## src/hw/rtl/bcomp_pkg.sv

```systemverilog
package bcomp_pkg;

    localparam int DIV_W = 32;

    localparam logic [2:0] REG_OSS  = 3'd0;
    localparam logic [2:0] REG_C12  = 3'd1;
    localparam logic [2:0] REG_C34  = 3'd2;
    localparam logic [2:0] REG_C56  = 3'd3;
    localparam logic [2:0] REG_B12  = 3'd4;
    localparam logic [2:0] REG_MCMD = 3'd5;

    localparam logic signed [31:0] B6_OFS   = 32'sd4000;
    localparam logic signed [31:0] K_3038   = 32'sd3038;
    localparam logic signed [31:0] K_M7357  = -32'sd7357;
    localparam logic signed [31:0] K_3791   = 32'sd3791;
    localparam logic [31:0]        K_50000  = 32'd50000;
    localparam logic [31:0]        K_HALF   = 32'h8000_0000;
    localparam logic signed [31:0] K_32768  = 32'sd32768;
    localparam logic signed [31:0] T_MAX    = 32'sd32767;
    localparam logic signed [31:0] T_MIN    = -32'sd32768;
    localparam logic signed [31:0] P_MAX    = 32'sd262143;

    function automatic logic signed [31:0] sx16(input logic [15:0] v);
        sx16 = signed'({{16{v[15]}}, v});
    endfunction

    function automatic logic signed [31:0] zx16(input logic [15:0] v);
        zx16 = signed'({16'd0, v});
    endfunction

endpackage

```

## src/hw/rtl/bcomp_div.sv

```systemverilog
module bcomp_div #(
    parameter int SIDE_W = 8
) (
    input  logic                         i_clk,
    input  logic                         i_rst_n,
    input  logic                         i_ce,
    input  logic                         i_vld,
    input  logic [bcomp_pkg::DIV_W-1:0]  i_num,
    input  logic [bcomp_pkg::DIV_W-1:0]  i_den,
    input  logic [SIDE_W-1:0]            i_side,
    output logic                         o_vld,
    output logic [bcomp_pkg::DIV_W-1:0]  o_quo,
    output logic [SIDE_W-1:0]            o_side
);
    localparam int W = bcomp_pkg::DIV_W;

    logic         r_vld  [0:W];
    logic [W-1:0] r_rem  [0:W];
    logic [W-1:0] r_quo  [0:W];
    logic [W-1:0] r_num  [0:W];
    logic [W-1:0] r_den  [0:W];
    logic [SIDE_W-1:0] r_side [0:W];

    always_comb begin
        r_vld[0]  = i_vld;
        r_rem[0]  = '0;
        r_quo[0]  = '0;
        r_num[0]  = i_num;
        r_den[0]  = i_den;
        r_side[0] = i_side;
    end

    genvar k;
    generate
        for (k = 0; k < W; k++) begin : g_stage
            logic [W:0]   n_shf;
            logic [W:0]   n_dif;
            logic         n_ge;

            // one quotient bit per stage, msb first
            always_comb begin
                n_shf = {r_rem[k], r_num[k][W-1-k]};
                n_dif = n_shf - {1'b0, r_den[k]};
                n_ge  = !n_dif[W];
            end

            always_ff @(posedge i_clk) begin
                if (!i_rst_n) begin
                    r_vld[k+1] <= 1'b0;
                end else if (i_ce) begin
                    r_vld[k+1] <= r_vld[k];
                end
            end

            always_ff @(posedge i_clk) begin
                if (i_ce) begin
                    r_rem[k+1]  <= n_ge ? n_dif[W-1:0] : n_shf[W-1:0];
                    r_quo[k+1]  <= {r_quo[k][W-2:0], n_ge};
                    r_num[k+1]  <= r_num[k];
                    r_den[k+1]  <= r_den[k];
                    r_side[k+1] <= r_side[k];
                end
            end
        end
    endgenerate

    assign o_vld  = r_vld[W];
    assign o_quo  = r_quo[W];
    assign o_side = r_side[W];

endmodule

```

## config.mk

```make
export PLATFORM = sky130hd
export DESIGN_NAME = bcomp_div
export DESIGN_NICKNAME = d
export VERILOG_FILES = /design/src/hw/rtl/bcomp_pkg.sv /design/src/hw/rtl/bcomp_div.sv
export SDC_FILE = /design/constraint.sdc
export NUM_CORES = 2
export LEC_CHECK = 0
export BUFFER_PORTS_ARGS = -buffer_cell sky130_fd_sc_hd__clkbuf_2
export CORE_ASPECT_RATIO = 1.5
export CORE_UTILIZATION = 30
export CTS_BUF_LIST = sky130_fd_sc_hd__clkbuf_8 sky130_fd_sc_hd__clkbuf_16
export DETAILED_ROUTE_END_ITERATION = 16
export GPL_ROUTABILITY_DRIVEN = 0
export SETUP_SLACK_MARGIN = 0.02
export SLEW_MARGIN = 20
export SYNTH_ARGS = -nofsm -noshare
export SYNTH_HDL_FRONTEND = slang
export SYNTH_SLANG_ARGS = --single-unit
```

## constraint.sdc

```tcl
create_clock -name i_clk -period 9.7 [get_ports i_clk]
set_input_delay 1.94 -clock i_clk [delete_from_list [all_inputs] [get_ports i_clk]]
set_output_delay 1.94 -clock i_clk [all_outputs]
set_load 0.1 [all_outputs]
```

Word level (Yosys, flattened, before mapping)
Index checks and enable logic that the tools add are counted.
- register bits: 3296
- input bits: 76
- output and inout port bits: 41
- add/subtract/negate cells: 32
- muxes and demuxes: 31
- reductions and logical operators: 32
- operator list (kind ; count):
    33-bit by 32-bit subtractor with 33-bit output ; 31
    32-bit two-way mux ; 30
    1-bit by 32-bit subtractor with 33-bit output ; 1
    1-bit zero test ; 32
    1-bit two-way mux ; 1

Depth between registers and ports, before layout
- depth after elaboration: 2
- depth in mapped cells: 16

Least setup slack after synthesis
No wires, ideal clock.
- path type: flip-flop to flip-flop
- start point: register r_den[896] in the netlist's numbering
- end point: register r_rem, in the netlist g_stage[5].n_shf[10] (data pin)
- required time: 9440 ps
- buffers on the path: 1
- stages on the path, launching flop included: 14
- setup time: 260 ps
- setup slack: 5928 ps
- arrival time: 3513 ps
- cell sequence: edfxtp_1 > ha_1 > fa_1 > nor2b_1 > o21ai_1 > a2111o_1 > and2_4 > a31oi_4 > a311oi_1 > or4_1 > a31oi_2 > xor2_2 > buf_4 > mux2_2
- longest elaborated chain between the ends: 2
- ends and longest elaborated chain (what ; line ; RTL):
    start: declaration ; bcomp_div.sv:21 ; logic [W-1:0] r_den [0:W];
    start signal: indexed assignment ; bcomp_div.sv:60 ; r_den[k+1] <= r_den[k];
    33-bit by 32-bit subtractor with 33-bit output ; bcomp_div.sv:43 ; n_dif = n_shf - {1'b0, r_den[k]};
    32-bit two-way mux ; bcomp_div.sv:57 ; r_rem[k+1] <= n_ge ? n_dif[W-1:0] : n_shf[W-1:0];
    end signal: indexed assignment ; bcomp_div.sv:57 ;
    end: declaration ; bcomp_div.sv:18 ; logic [W-1:0] r_rem [0:W];
Every way passes these cells.
A chain may end at the register's enable or synchronous reset.

Worst setup path after layout
- start point: register r_den[832] in the netlist's numbering
- end point: register r_rem, in the netlist g_stage[7].n_shf[2] (data pin)
The elaborated chain is that of the path after synthesis.

==> metrics <==
outcome=complete, no violations; DRT iter0 DRCs=4396; setup slack, reg-to-reg=4.26 ns; Max VDD drop=around 0.00019 V; io pins=117; Hold Vio Cnt, Final=0; Leakage Power=71.4 nW; Worst Setup Path Type=register to register; CP Max Fanout=33; CTS tree=yes; Reg-to-Reg Start=r_den[832]; count leader, synth=edfxtp_1; area of the multi-input gates=roughly 58000 um^2; Least-Margin Pin Slew=1.21 ns; area delta synth->final=12.7%; final WL=312 mm; Setup Buffers After CTS=0; Initial Util=0.301; MaxCap Viol Count=0; headroom to the max-slew limit=0.191; cell row count=330; Ys Warns=0; post-synthesis cell area=162000 um^2; Worst EP required=10.33 ns; DR vias/cell=4.68; clk sinks=3296; Core Region=between 500000 and 600000 um^2; Cells on Worst Hold Path=0; Most used DFF post-synth=edfxtp_1; via count=just over 90000; Antenna Nets Post-Route=0; crit path launch type=register; post-synth top area cell=edfxtp_1; Synth top area share=0.605; top cells by area, synth=edfxtp_1, ha_1, mux2_2, xnor2_1, inv_1; largest net degree at the start of global routing=198; Die Footprint=roughly 540000 um^2; root buffer cell=clkbuf_16; Post-synth ARST share=0; Reg area=approximately 100000 um^2; TNS Setup=0 ns; Die Wd=~600 um; Clock Skews=~0.13 ns; Yosys reg bits=~3300; later-pin clock latency in the skew report=1.01 ns; HP Start=r_num[589]; initial antenna violation count=6; crit path DAT=6.07 ns; WHS Endpoint=r_num[557]; post-synth cell types=around 100; unrepaired setup endpoints after global routing=false; DRC violations left=0; H-Tree Level Count=5; All-Layer GR Usage=0.110; post-CTS resize count=0; cts bufs inserted=347; fin nets=13600; Reg clk slew, reported paths=0.06 ns; Fmax achieved=184 MHz; cts hold-fix bufs=0; commonest cells in the netlist=edfxtp_1, inv_1, ha_1; DIE HEIGHT=902 um; PwrDens=339 nW/um^2; TritonRoute pass-1 iters=6; R2R Path End=g_stage[7].n_shf[2]; sequential fraction of the synthesis area=0.609; Slew Viols, Final=0; Final period util=0.560; first-pass GRT wire length=487 mm; worst min path class=register to register; min Tclk post-route=5.44 ns; clk buf depth=4; reg2reg path depth=14; layout cells sized above 1=0.125; Overflow after GRT=0; Fillers=52000; Final HPWL DP=~230 mm; Mean Syn Cell Area=13.3 um^2; EDFF count, synth=between 3000 and 4000; Port Buffers=between 100 and 150; utilization after layout=0.340; crit path capture type=register; Syn Inst Count=12200; routed length per instance=15.7 um; vias in the first global route=97800; final setup violation count=0
[how the worst max path moves through the flow]
stage | from | endpoint | slack [ns] | depth (start not counted)
global route | r_den[928] | g_stage[4].n_shf[3] | 4.24 | 15
floorplan | r_den[896] | g_stage[5].n_shf[10] | 5.93 | 13
CTS | r_den[832] | g_stage[7].n_shf[1] | 4.20 | 14
finish | r_den[832] | g_stage[7].n_shf[2] | 4.26 | 14
detailed placement | r_den[832] | g_stage[7].n_shf[1] | 4.16 | 14
global placement | r_den[832] | g_stage[7].n_shf[2] | 3.90 | 14
[power breakdown]
part | switching [mW] | total (mW) | leakage, nW | internal, mW
Sequential | 1.61 | 22.0 | 32.2 | 20.4
Combinational | 14.0 | 27.0 | 33.6 | 12.9
Clock | 5.74 | 13.1 | 5.70 | 7.32
Total | 21.4 | 62.0 | 71.4 | 40.6
[critical path: stages (launching register included)]
cell	delay [ns]
edfxtp_1	0.63
ha_1	0.35
fa_1	0.42
nor2b_1	0.17
o31ai_1	0.16
a2111oi_2	0.44
nor4b_2	0.17
a211oi_1	0.33
o21ai_1	0.17
a31oi_1	0.44
nand3_1	0.16
a31oi_1	0.35
xor2_4	0.16
buf_4	0.40
mux2i_2	0.77
[cell type report]
cell class | instances | share of cell area
clock buffers | 350 | 0.0479
well taps | 7138 | 0.0489
multi-input cells | 7410 | 0.317
inverters | 1237 | 0.0254
repair buffers | 194 | 0.00756
diodes | 7 | 0.0000959
flip-flops and latches | 3296 | 0.540
clock inverters | 289 | 0.0134
[registers in the layout, summed over array words and instances, names as in the netlist]
signal         cells
g_stage.n_shf   1023
r_den            992
r_quo            496
r_num            465
r_side           248
o_quo             32
r_vld             31
o_side             8
o_vld              1
[routing by layer]
layer | track usage | wire (um)
met1 | 0.0889 | 100000
met2 | 0.235 | 181000
met3 | 0.0164 | 9400
met4 | 0.0719 | 21300
met5 | 0 | 26
[through the flow]
| stage | total power [mW] | hold WS [ns] | setup WS (ns) | std cells | instance area, um^2 |
|---|---|---|---|---|---|
| 2_1_floorplan | 43.0 | 0.400 | 5.93 | 12200 | 162000 |
| 3_3_place_gp | 48.7 | 0.400 | 3.90 | 19300 | 171000 |
| 3_5_place_dp | 49.2 | 0.405 | 4.16 | 19300 | 171000 |
| 4_1_cts | 62.7 | 0.279 | 4.20 | 19900 | 183000 |
| 5_1_grt | 65.9 | 0.315 | 4.24 | 19900 | 183000 |
| 6_report | 62.0 | 0.304 | 4.26 | 19900 | 183000 |
[placed cells by master (no fill, tap or decap), drive strengths merged, types with 93 or more instances in the layout]
cell type / netlist / layout
a21o: 450 / 450
a21oi: 836 / 836
and3: 93 / 93
clkbuf: 116 / 465
clkinv: 0 / 162
edfxtp: 3264 / 3264
ha: 993 / 993
inv: 1237 / 1319
mux2: 777 / 777
mux2i: 123 / 123
nand2: 470 / 470
nand2b: 134 / 134
nand3: 134 / 134
nand4: 99 / 99
nor2: 499 / 499
nor2b: 186 / 186
nor3: 118 / 118
o21a: 155 / 155
o21ai: 522 / 522
xnor2: 569 / 569
xor2: 258 / 258
[cells by family (layout without fill, tap and decap cells)]
| kind of cell | count (synthesis) | in the layout | synth area share |
|---|---|---|---|
| AOI/OAI and AO/OA | 2685 | 2685 | 0.107 |
| other | 1 | 22 | 0.0000231 |
| and+or+nand+nor | 1960 | 1960 | 0.0600 |
| buffers and inverters | 1480 | 2070 | 0.0364 |
| adders and majority gates | 1023 | 1023 | 0.0803 |
| DFF | 3296 | 3296 | 0.609 |
| xor gates and xnor gates | 827 | 827 | 0.0450 |
| muxes | 900 | 900 | 0.0628 |
(Power assumes the default switching activity.)
